**config.mk**
```make
export PLATFORM = sky130hd
export DESIGN_NAME = insertion_sorter_unit
export DESIGN_NICKNAME = d
export VERILOG_FILES = /design/src/rtl/ins_sort_pkg.sv /design/src/rtl/ins_sort_ram.sv /design/src/rtl/ins_sort_dp.sv /design/src/rtl/ins_sort_ctrl.sv /design/src/rtl/insertion_sorter_unit.sv
export SDC_FILE = /design/constraint.sdc
export NUM_CORES = 2
export LEC_CHECK = 0
export BUFFER_PORTS_ARGS = -buffer_cell sky130_fd_sc_hd__buf_2
export CAP_MARGIN = 30
export CORE_ASPECT_RATIO = 1.75
export CORE_MARGIN = 2
export CORE_UTILIZATION = 50
export DETAILED_ROUTE_END_ITERATION = 7
export GPL_TIMING_DRIVEN = 0
export PLACE_DENSITY_LB_ADDON = 0.25
export SKIP_CTS_REPAIR_TIMING = 1
export SLEW_MARGIN = 20
export SYNTH_ARGS = -nofsm -noshare
export SYNTH_HDL_FRONTEND = slang
export SYNTH_SLANG_ARGS = --single-unit
```
**constraint.sdc**
```tcl
create_clock -name i_clk -period 6 [get_ports i_clk]
set_input_delay 0.6 -clock i_clk [delete_from_list [all_inputs] [get_ports i_clk]]
set_output_delay 0.6 -clock i_clk [all_outputs]
set_load 0.05 [all_outputs]
```
**src/rtl/ins_sort_pkg.sv**
```systemverilog
// Shared types and constants for the insertion sorter.
package ins_sort_pkg;

    localparam int VALUE_W = 32;

    typedef enum logic [2:0] {
        S_IDLE,
        S_CMP,
        S_PUT0,
        S_EMIT_RD,
        S_EMIT_LD,
        S_EMIT_WAIT
    } t_state;

    typedef enum logic [1:0] {
        WR_SRC_IN,
        WR_SRC_VALUE,
        WR_SRC_RDATA
    } t_wr_src;

    // Commands from the controller to the datapath.
    typedef struct packed {
        logic    accept;
        logic    wr_en;
        t_wr_src wr_src;
        logic    wr_at_zero;
        logic    rd_start;
        logic    rd_down;
        logic    emit_start;
        logic    emit_next;
        logic    out_load;
        logic    cnt_inc;
        logic    list_clear;
    } t_dp_cmd;

    // Status from the datapath to the controller.
    typedef struct packed {
        logic full;
        logic empty;
        logic in_last;
        logic held_last;
        logic less;
        logic ptr_zero;
        logic idx_last;
    } t_dp_status;

endpackage

```
**src/rtl/ins_sort_ram.sv**
```systemverilog
// Generic simple dual-port RAM with one write port and a registered read port.
module ins_sort_ram #(
    parameter int WIDTH = 32,
    parameter int DEPTH = 64
) (
    input  logic                     i_clk,
    input  logic                     i_wr_en,
    input  logic [$clog2(DEPTH)-1:0] i_wr_addr,
    input  logic [WIDTH-1:0]         i_wr_data,
    input  logic                     i_rd_en,
    input  logic [$clog2(DEPTH)-1:0] i_rd_addr,
    output logic [WIDTH-1:0]         o_rd_data
);

    logic [WIDTH-1:0] r_mem [DEPTH];
    logic [WIDTH-1:0] r_rd_data;

    always_ff @(posedge i_clk) begin
        if (i_wr_en) begin
            r_mem[i_wr_addr] <= i_wr_data;
        end
        if (i_rd_en) begin
            r_rd_data <= r_mem[i_rd_addr];
        end
    end

    assign o_rd_data = r_rd_data;

endmodule

```
**src/rtl/ins_sort_dp.sv**
```systemverilog
// Datapath of the insertion sorter: store, pointers, count and output register.
module ins_sort_dp
    import ins_sort_pkg::*;
#(
    parameter int CAPACITY = 64
) (
    input  logic               i_clk,
    input  logic               i_rst_n,
    input  t_dp_cmd            i_cmd,
    input  logic [VALUE_W-1:0] i_value,
    input  logic               i_last,
    output t_dp_status         o_status,
    output logic [VALUE_W-1:0] o_value,
    output logic               o_final,
    output logic               o_overflow
);

    localparam int AW = $clog2(CAPACITY);
    localparam int CW = $clog2(CAPACITY + 1);

    logic [CW-1:0]      r_count;
    logic               r_drop;
    logic [VALUE_W-1:0] r_value;
    logic               r_last;
    logic [AW-1:0]      r_ptr;
    logic [AW-1:0]      r_idx;
    logic [VALUE_W-1:0] r_out_value;
    logic               r_out_final;
    logic               r_out_ovf;

    logic [CW-1:0]      w_cnt_m1;
    logic [CW-1:0]      w_idx_p1;
    logic [AW-1:0]      w_wr_addr;
    logic [VALUE_W-1:0] w_wr_data;
    logic               w_rd_en;
    logic [AW-1:0]      w_rd_addr;
    logic [VALUE_W-1:0] w_rd_data;
    logic               w_full;
    logic               w_idx_last;

    assign w_cnt_m1   = r_count - CW'(1);
    assign w_idx_p1   = CW'(r_idx) + CW'(1);
    assign w_full     = (r_count == CW'(CAPACITY));
    assign w_idx_last = (w_idx_p1 == r_count);

    assign w_wr_addr = i_cmd.wr_at_zero ? '0 : (r_ptr + AW'(1));

    always_comb begin
        case (i_cmd.wr_src)
            WR_SRC_IN:    w_wr_data = i_value;
            WR_SRC_VALUE: w_wr_data = r_value;
            WR_SRC_RDATA: w_wr_data = w_rd_data;
            default:      w_wr_data = r_value;
        endcase
    end

    assign w_rd_en = i_cmd.rd_start | i_cmd.rd_down | i_cmd.emit_start | i_cmd.emit_next;

    always_comb begin
        if (i_cmd.rd_start) begin
            w_rd_addr = w_cnt_m1[AW-1:0];
        end else if (i_cmd.rd_down) begin
            w_rd_addr = r_ptr - AW'(1);
        end else if (i_cmd.emit_next) begin
            w_rd_addr = r_idx + AW'(1);
        end else begin
            w_rd_addr = '0;
        end
    end

    ins_sort_ram #(
        .WIDTH(VALUE_W),
        .DEPTH(CAPACITY)
    ) u_store (
        .i_clk    (i_clk),
        .i_wr_en  (i_cmd.wr_en),
        .i_wr_addr(w_wr_addr),
        .i_wr_data(w_wr_data),
        .i_rd_en  (w_rd_en),
        .i_rd_addr(w_rd_addr),
        .o_rd_data(w_rd_data)
    );

    always_ff @(posedge i_clk) begin
        if (!i_rst_n) begin
            r_count <= '0;
            r_drop  <= 1'b0;
        end else if (i_cmd.list_clear) begin
            r_count <= '0;
            r_drop  <= 1'b0;
        end else begin
            if (i_cmd.cnt_inc) begin
                r_count <= r_count + CW'(1);
            end
            if (i_cmd.accept && w_full) begin
                r_drop <= 1'b1;
            end
        end
    end

    always_ff @(posedge i_clk) begin
        if (i_cmd.accept) begin
            r_value <= i_value;
            r_last  <= i_last;
        end
        if (i_cmd.rd_start) begin
            r_ptr <= w_cnt_m1[AW-1:0];
        end else if (i_cmd.rd_down) begin
            r_ptr <= r_ptr - AW'(1);
        end
        if (i_cmd.emit_start) begin
            r_idx <= '0;
        end else if (i_cmd.emit_next) begin
            r_idx <= r_idx + AW'(1);
        end
        if (i_cmd.out_load) begin
            r_out_value <= w_rd_data;
            r_out_final <= w_idx_last;
            r_out_ovf   <= r_drop;
        end
    end

    assign o_status.full      = w_full;
    assign o_status.empty     = (r_count == '0);
    assign o_status.in_last   = i_last;
    assign o_status.held_last = r_last;
    assign o_status.less      = ($signed(r_value) < $signed(w_rd_data));
    assign o_status.ptr_zero  = (r_ptr == '0);
    assign o_status.idx_last  = w_idx_last;

    assign o_value    = r_out_value;
    assign o_final    = r_out_final;
    assign o_overflow = r_out_ovf;

endmodule

```
**src/rtl/ins_sort_ctrl.sv**
```systemverilog
// Controller of the insertion sorter: sequences insertion and sorted read-out.
module ins_sort_ctrl
    import ins_sort_pkg::*;
(
    input  logic       i_clk,
    input  logic       i_rst_n,
    input  logic       i_in_valid,
    input  logic       i_out_ready,
    input  t_dp_status i_status,
    output logic       o_in_ready,
    output logic       o_out_valid,
    output t_dp_cmd    o_cmd
);

    t_state r_state;
    t_state n_state;

    always_ff @(posedge i_clk) begin
        if (!i_rst_n) begin
            r_state <= S_IDLE;
        end else begin
            r_state <= n_state;
        end
    end

    assign o_in_ready  = (r_state == S_IDLE);
    assign o_out_valid = (r_state == S_EMIT_WAIT);

    always_comb begin
        n_state = r_state;
        o_cmd   = '0;
        case (r_state)
            S_IDLE: begin
                if (i_in_valid) begin
                    o_cmd.accept = 1'b1;
                    if (i_status.full) begin
                        n_state = i_status.in_last ? S_EMIT_RD : S_IDLE;
                    end else if (i_status.empty) begin
                        o_cmd.wr_en      = 1'b1;
                        o_cmd.wr_src     = WR_SRC_IN;
                        o_cmd.wr_at_zero = 1'b1;
                        o_cmd.cnt_inc    = 1'b1;
                        n_state = i_status.in_last ? S_EMIT_RD : S_IDLE;
                    end else begin
                        o_cmd.rd_start = 1'b1;
                        n_state = S_CMP;
                    end
                end
            end
            S_CMP: begin
                o_cmd.wr_en = 1'b1;
                if (i_status.less) begin
                    // Move the larger entry up one place and look one lower.
                    o_cmd.wr_src = WR_SRC_RDATA;
                    if (i_status.ptr_zero) begin
                        n_state = S_PUT0;
                    end else begin
                        o_cmd.rd_down = 1'b1;
                    end
                end else begin
                    o_cmd.wr_src  = WR_SRC_VALUE;
                    o_cmd.cnt_inc = 1'b1;
                    n_state = i_status.held_last ? S_EMIT_RD : S_IDLE;
                end
            end
            S_PUT0: begin
                o_cmd.wr_en      = 1'b1;
                o_cmd.wr_src     = WR_SRC_VALUE;
                o_cmd.wr_at_zero = 1'b1;
                o_cmd.cnt_inc    = 1'b1;
                n_state = i_status.held_last ? S_EMIT_RD : S_IDLE;
            end
            S_EMIT_RD: begin
                o_cmd.emit_start = 1'b1;
                n_state = S_EMIT_LD;
            end
            S_EMIT_LD: begin
                o_cmd.out_load = 1'b1;
                n_state = S_EMIT_WAIT;
            end
            S_EMIT_WAIT: begin
                if (i_out_ready) begin
                    if (i_status.idx_last) begin
                        o_cmd.list_clear = 1'b1;
                        n_state = S_IDLE;
                    end else begin
                        o_cmd.emit_next = 1'b1;
                        n_state = S_EMIT_LD;
                    end
                end
            end
            default: begin
                n_state = S_IDLE;
            end
        endcase
    end

endmodule

```
**src/rtl/insertion_sorter_unit.sv**
```systemverilog
// Top level of the streaming insertion sorter for signed 32-bit lists.
// Usage: list elements arrive on the s_axis channel, one per transfer, with
// s_axis_tlast marking the final element of a list. Each element is placed
// into a sorted store of CAPACITY entries; larger entries move up one place
// and equal values keep their arrival order. After the last element is
// inserted, the whole list leaves on m_axis in ascending order, with
// m_axis_tlast on the final result and m_axis_tuser set on every result of a
// list that lost elements because the store was full. The store then empties.
// Timing: an element that lands in an empty or full store is written or
// dropped as it is taken. Otherwise insertion reads the top entry, then S_CMP
// moves one larger entry up per cycle through the single read and single
// write port of the store, then writes the element, in S_PUT0 at the bottom.
// After the last element is inserted, S_EMIT_RD reads the first entry and
// S_EMIT_LD loads the result register, as it does again after each transfer.
// Input is not taken while an element is being inserted or a list emitted.
// A stall on m_axis holds the result steady. A synchronous reset empties
// the store at once; contents need no clearing, only filled entries are read.
module insertion_sorter_unit
    import ins_sort_pkg::*;
#(
    parameter int CAPACITY = 64
) (
    input  logic        i_clk,
    input  logic        i_rst_n,
    input  logic        s_axis_tvalid,
    output logic        s_axis_tready,
    input  logic [31:0] s_axis_tdata,  // [31:0] value
    input  logic        s_axis_tlast,  // end_of_list
    output logic        m_axis_tvalid,
    input  logic        m_axis_tready,
    output logic [31:0] m_axis_tdata,  // [31:0] sorted_value
    output logic        m_axis_tlast,  // final_element
    output logic        m_axis_tuser   // [0] overflowed
);

    t_dp_cmd    cmd;
    t_dp_status st;

    // The controller owns the handshakes; the datapath owns all storage.
    ins_sort_ctrl u_ctrl (
        .i_clk      (i_clk),
        .i_rst_n    (i_rst_n),
        .i_in_valid (s_axis_tvalid),
        .i_out_ready(m_axis_tready),
        .i_status   (st),
        .o_in_ready (s_axis_tready),
        .o_out_valid(m_axis_tvalid),
        .o_cmd      (cmd)
    );

    ins_sort_dp #(
        .CAPACITY(CAPACITY)
    ) u_dp (
        .i_clk     (i_clk),
        .i_rst_n   (i_rst_n),
        .i_cmd     (cmd),
        .i_value   (s_axis_tdata),
        .i_last    (s_axis_tlast),
        .o_status  (st),
        .o_value   (m_axis_tdata),
        .o_final   (m_axis_tlast),
        .o_overflow(m_axis_tuser)
    );

`ifndef SYNTHESIS
    // Input and output phases never overlap.
    a_phase_excl: assert property (@(posedge i_clk) disable iff (!i_rst_n)
        !(s_axis_tready && m_axis_tvalid))
        else $error("input ready while a result is pending");

    // A result can only be offered while the store holds entries.
    a_out_nonempty: assert property (@(posedge i_clk) disable iff (!i_rst_n)
        m_axis_tvalid |-> !st.empty)
        else $error("result offered from an empty store");

    // After the final result of a list is taken, the store is empty and idle.
    a_end_of_list: assert property (@(posedge i_clk) disable iff (!i_rst_n)
        (m_axis_tvalid && m_axis_tready && m_axis_tlast)
            |=> (!m_axis_tvalid && st.empty && s_axis_tready))
        else $error("store not emptied after the final result");
`endif

endmodule
```
Word level (Yosys, flattened, before mapping):

Memory sizes are Yosys's and may differ from the RTL's. A register that Yosys moved wholly into a read port is not among the register bits.
Cells that the tools add are included.
Widths: inputs -> output; s select.

* add/subtract/negate cells: 6
* magnitude comparators: 1
* eq/ne operators: 11
* muxes and demuxes: 44
* bitwise operators: 4
* reductions and logical operators: 8

Operators with widths (number)
* $pmux 32 s2: 1
* $mux 6: 7
* $lt 32x32->1: 1
* $mux 3: 7
* $mux 1: 20
* $pmux 3 s6: 1
* $add 6x1->6 const B: 2
* $sub 6x1->6 const B: 2
* $pmux 3 s3: 1
* $add 6x1->7 const B: 1
* $add 7x1->7 const B: 1
* $eq 7x7->1: 1
* $eq 7x7->1 const B: 1
* $logic_not 7->1: 1
* $eq 3x2->1 const B: 2
* $eq 3x3->1 const B: 2
* $logic_not 6->1: 1
* $mux 2: 3
* $mux 5: 1
* $mux 4: 1
* $eq 3x1->1 const B: 1
* $logic_not 3->1: 1
* $ne 3x3->1 const B: 1
* $or 1x1->1: 3
* other kinds (11): 11

* bits in registers: 90
* memory bits (writable): 2048
* output and inout port bits: 36
* memories: 1

Memories
* u_dp.u_store.r_mem: depth 64, width 32, rd ports 1, clocked after Yosys merged registers in 1, write ports 1, RTL line ins_sort_ram.sv:15 `logic [WIDTH-1:0] r_mem [DEPTH];`

Longest topological paths before layout:

* word-level depth: 8
* mapped depth: 18
* mapped depth without buffers: 13

Hierarchy:

From an unflattened synthesis, not the netlist that was laid out.

* cell total of the unflattened synthesis: 3832
* area total of the unflattened synthesis: 84110.7 µm²

Modules (own cells, without submodules)
* ins_sort_ram: instances 1, cells each 3324, area an instance 78835.6 µm², sequential area each 62459.9 µm²
* ins_sort_dp: instances 1, cells each 460, area an instance 4904.7 µm², sequential area each 2472.4 µm²
* ins_sort_ctrl: instances 1, cells each 48, area an instance 370.4 µm², sequential area each 60.1 µm²

Least setup slack after synthesis:

Ideal clock, no wire load.

* path kind: register to register
* from: register u_dp.r_count[2]
* to: memory u_dp.u_store.r_mem[33][0], enable pin
* setup time: 0.501 ns
* data arrival time: 5.111 ns
* setup slack: 0.387 ns
* stages on the path, launching flop included: 9
* buffers on the path: 1
* cell sequence: dfxtp_1 buf_6 or3_1 or3b_1 nor3b_1 o21a_1 and4_1 nand2_1 nor4_1

* word-level cells in the longest chain between the ends: 7

Ends and longest elaborated chain
* start: declaration: RTL line ins_sort_dp.sv:21 `logic [CW-1:0] r_count;`
* start signal: assignment: RTL line ins_sort_dp.sv:93 `r_count <= r_count + CW'(1);`
* $logic_not 7->1: RTL line ins_sort_dp.sv:124 `assign o_status.empty = (r_count == '0);`
* $mux 4: RTL line ins_sort_ctrl.sv:38 `end else if (i_status.empty) begin`
* $mux 5 (*): RTL line ins_sort_ctrl.sv:36 `if (i_status.full) begin`
* $mux 6 (*): RTL line ins_sort_ctrl.sv:34 `if (i_in_valid) begin`
* $pmux 3 s3: RTL line ins_sort_ctrl.sv:32 `case (r_state)`
* $mux 1: RTL line ins_sort_ram.sv:19 `if (i_wr_en) begin`
* $mux 1 (not written as such): RTL line ins_sort_ram.sv:20 `r_mem[i_wr_addr] <= i_wr_data;`
* end: declaration: RTL line ins_sort_ram.sv:15

Every way passes the cells marked *; elsewhere a longest branch is shown, timed or not.

Worst setup path after layout:

* from: register u_dp.u_store.r_rd_data[19] (netlist: u_dp.u_store.o_rd_data[19]) (read register of u_dp.u_store.r_mem)
* to: register u_dp.u_store.r_rd_data[18] (netlist: u_dp.u_store.o_rd_data[18]) (read register of u_dp.u_store.r_mem), data pin

* word-level cells in the longest chain between the ends: 6

Ends and longest elaborated chain
* start: declaration: RTL line ins_sort_ram.sv:16 `logic [WIDTH-1:0] r_rd_data;`
* $lt 32x32->1 (*): RTL line ins_sort_dp.sv:127 `assign o_status.less = ($signed(r_value) < $signed(w_rd_data));`
* $mux 1 (*): RTL line ins_sort_ctrl.sv:52 `if (i_status.less) begin`
* $mux 1 (*): RTL line ins_sort_ctrl.sv:32
* $or 1x1->1 (3 in a row): RTL line ins_sort_dp.sv:57 `assign w_rd_en = i_cmd.rd_start | i_cmd.rd_down | i_cmd.emit_start | i_cmd.emit_next;`

Marked as above.
A chain may end at the register's enable or synchronous reset.

==> summary.txt <==
STA
  • Final hold violations: 0
  • Slew headroom: 0.235
  • Max-slew violations: 0
  • Crit share post-route: 1.04
  • Finish-stage setup viols: 15
  • Setup Skew: 0.0615 ns
  • Worst-Margin Slew: 1.15 ns
  • RSZ-0062 raised after global routing: true
  • Max Fclk: 160 MHz
  • Period minus WS final: 6.24 ns
  • Final setup margin: -0.240 ns

Detailed routing
  • Initial DRC count: 9483
  • Pre-Repair DR Iteration Count: 8
  • Remaining DRCs: 3
  • Routed Antenna Nets: 0
  • WL per Instance: 36.4 µm
  • Vias post-DR: 60.2k
  • Post-Route WL: 336000 µm
  • Vias per cell: 6.54

Global route
  • Antenna violations before repair: 50
  • Number of global-route vias before repair: 56.7k
  • Gr usage total: 0.385
  • Largest net degree at the start of global routing: 65
  • GR Overflow Total: 0
  • First-pass GRT wire length: 451000 µm

Final layout
  • Nets: 6887
  • Non-filler cells in the finished layout: 9213
  • Area Growth Syn to Fin: 18.8%
  • Share of layout cells above drive strength 1: 0.128

Power and ir drop
  • Reg power frac: 0.356
  • Combinational share of power: 0.450
  • Lkg Pwr: 0.0344 µW
  • Worst VDD drop: 419 µV
  • Sw Share: 0.435
  • Pwr dens: 621 mW/mm²
  • P_int: 35500 µW
  • Clock share of power: 0.194
  • Total net switching power: 27300 µW
  • Power Total: 62800 µW

Yosys
  • Cell Area, Synth: 0.0851 mm²
  • Seq cells post-synth: 2170
  • EDFF count, synth: 2153
  • Post-synth ARST share: 0
  • Syn avg cell area: 13.6 µm²
  • Synthesized Nets: 6344
  • Mapped Cells: 6269
  • Top FF cell, synth: edfxtp_1
  • Synth area leader: edfxtp_1
  • Post-synthesis sequential area ratio: 0.764
  • Ys Warns: 0
  • Synth cell types: 64
  • Area contributors post-synth: edfxtp_1 (76%), nand2_1 (8.4%), nand3_1 (3.9%)
  • Top cells by count, synth: edfxtp_1 (2153), nand2_1 (1905), nand3_1 (659)
  • Top cell type's share of synthesized area: 0.760
  • Most common cell in the netlist: edfxtp_1

Placement
  • GPL Wtd Cong: 1.02
  • I/O Buffers: 72
  • HPWL after detailed placement: 242000 µm
  • Placed Cells: 8787

Clock tree
  • CTS Buf Count: 191
  • Clk sink count: 2170
  • Clock Path Buffers: 4
  • CTS tree: built
  • H-tree Lvls: 4
  • Root Driver: clkbuf_16
  • Worst-Skew Late Latency: 0.89 ns
  • Clk pin slew, worst setup/hold paths: 0.07 ns

Die
  • Initial core utilization: 0.502
  • Die Ht: 550 µm
  • Core area: 0.169 mm²
  • Row count: 200
  • Die X: 316 µm
  • I/O pin total: 73
  • Die area: 0.174 mm²

Min path
  • Source of the worst hold timing path: i_rst_n
  • Worst hold stages: 2
  • Hold WC Path Type: input port to flip-flop
  • Hold Path End: u_ctrl.r_state[0]$_SDFFE_PN0P_

Critical path
  • Crit. End Element: flip-flop
  • CP arrival: 6.85 ns
  • Flop2flop setup slack: -0.24 ns
  • Worst Path Required: 6.61 ns
  • Critical path launch point type: flip-flop
  • Max FO, Critical Path: 10
  • Crit Reg-Reg Endpoint: u_dp.u_store.o_rd_data[18]$_DFFE_PP_
  • CP Class: flip-flop to flip-flop
  • R2r startpoint: u_dp.u_store.o_rd_data[19]$_DFFE_PP_
  • Worst Reg-to-Reg Cells: 16

Run
  • Max Cap Viol: 0

Status
  • Outcome: complete, but fails checks
  • Violated checks: DRC, setup timing
worst max path at each step:
stage / from / to / slack, ns / cells after the start
floorplan: u_dp.r_count[2]$_SDFFE_PP0P_ / u_dp.u_store.r_mem[33][0]$_DFFE_PP_ / 0.39 / 8
global placement: u_dp.u_store.o_rd_data[19]$_DFFE_PP_ / u_dp.u_store.r_mem[24][19]$_DFFE_PP_ / -7.10 / 12
detailed placement: u_dp.u_store.o_rd_data[19]$_DFFE_PP_ / u_dp.u_store.o_rd_data[18]$_DFFE_PP_ / -1.53 / 16
CTS: u_dp.u_store.o_rd_data[19]$_DFFE_PP_ / u_dp.u_store.o_rd_data[18]$_DFFE_PP_ / -1.51 / 16
global route: u_dp.u_store.o_rd_data[10]$_DFFE_PP_ / u_dp.u_store.o_rd_data[18]$_DFFE_PP_ / -0.03 / 18
finish: u_dp.u_store.o_rd_data[19]$_DFFE_PP_ / u_dp.u_store.o_rd_data[18]$_DFFE_PP_ / -0.24 / 16
power by group through the flow:
stage | Clock [µW] | Combinational [µW] | Sequential (µW)
finish | 12200 | 28300 | 22400
global placement | 0 | 20600 | 23600
detailed placement | 0 | 26300 | 22700
floorplan | 0 | 10100 | 23400
global route | 12600 | 28400 | 22400
CTS | 12100 | 26400 | 22400
critical path, cell delays in order, from the launching register on:
cell and delay, ns:
edfxtp_1 0.41, inv_1 0.16, ha_1 0.29, a21oi_1 0.18, o21ai_0 0.16, a211oi_2 0.35, o2111ai_2 0.23, o22ai_4 0.27
buf_6 0.21, a31oi_2 0.16, a21oi_4 0.34, buf_4 0.31, buf_4 0.29, nand3_1 0.10, nand4_1 0.47, nand4_1 1.05
or4_4 0.94
cells by family (layout without fill, tap and decap cells):
family,count (synthesis),in the layout,synth area share
compound gates,423,423,0.0343
other cells,0,52,0
buf+inv,427,1097,0.0221
mux,125,125,0.0147
fa+ha+maj,38,38,0.00559
xor+xnor,30,30,0.00341
flops,2170,2170,0.764
simple gates,3056,3056,0.156
stage by stage:
step / cell area (µm²) / setup slack (ns) / setup TNS [ns] / hold slack [ns] / util
after floorplan: 85100 / 0.387 / 0 / 0.409 / -
after global placement: 88200 / -7.10 / - / 0.436 / 0.521
after detailed placement: 94300 / -1.53 / -29.88 / 0.433 / 0.556
after CTS: 100000 / -1.51 / -30.58 / -0.0764 / 0.591
after global routing: 101000 / -0.0342 / -0.0504 / 0.0163 / 0.596
final: 101000 / -0.240 / -1.93 / 0.00294 / 0.597
flip-flops by register name (all words and copies together), names as in the netlist:
register and cells:
u_dp.r_count 7, u_dp.r_last 1, u_dp.o_overflow 1, u_dp.r_drop 1
u_dp.r_idx 6, u_dp.o_final 1, u_dp.r_value 32, u_ctrl.r_state 3
u_dp.o_value 32, u_dp.r_ptr 6, u_dp.u_store.o_rd_data 32, u_dp.u_store.r_mem 2048
routing by layer:
metal	vias to the layer above	track usage	wire [µm]
met4	22	0.376	41300
met5	-	0	149
li1	24400	-	-
met3	1516	0.0991	37200
met2	4826	0.617	158000
met1	29500	0.408	99100
final cells by class:
class,instances,area (µm²)
Clock buffer,231,5020
Sequential cell,2170,65000
Clock inverter,89,848
Fill cell,12700,68300
Buffer,378,1810
Antenna cell,52,130
Tap cell,2222,2780
Timing Repair Buffer,355,6120
Inverter,44,165
Multi-Input combinational cell,3672,19200
placed cells by master (no fill, tap or decap), types with 40 or more instances in the layout:
cell,count
edfxtp_1,2153
nand2_1,1902
nand3_1,659
nand4_1,274
buf_2,199
clkbuf_1,196
clkbuf_16,194
a31oi_1,156
mux2i_1,124
a32oi_1,121
buf_16,118
buf_12,83
nor2_4,66
a21oi_1,60
diode_2,52
inv_1,43
nor2_1,41
nor3_1,40
clkinv_1,40
Note: power is estimated with default switching activity, not from simulation.
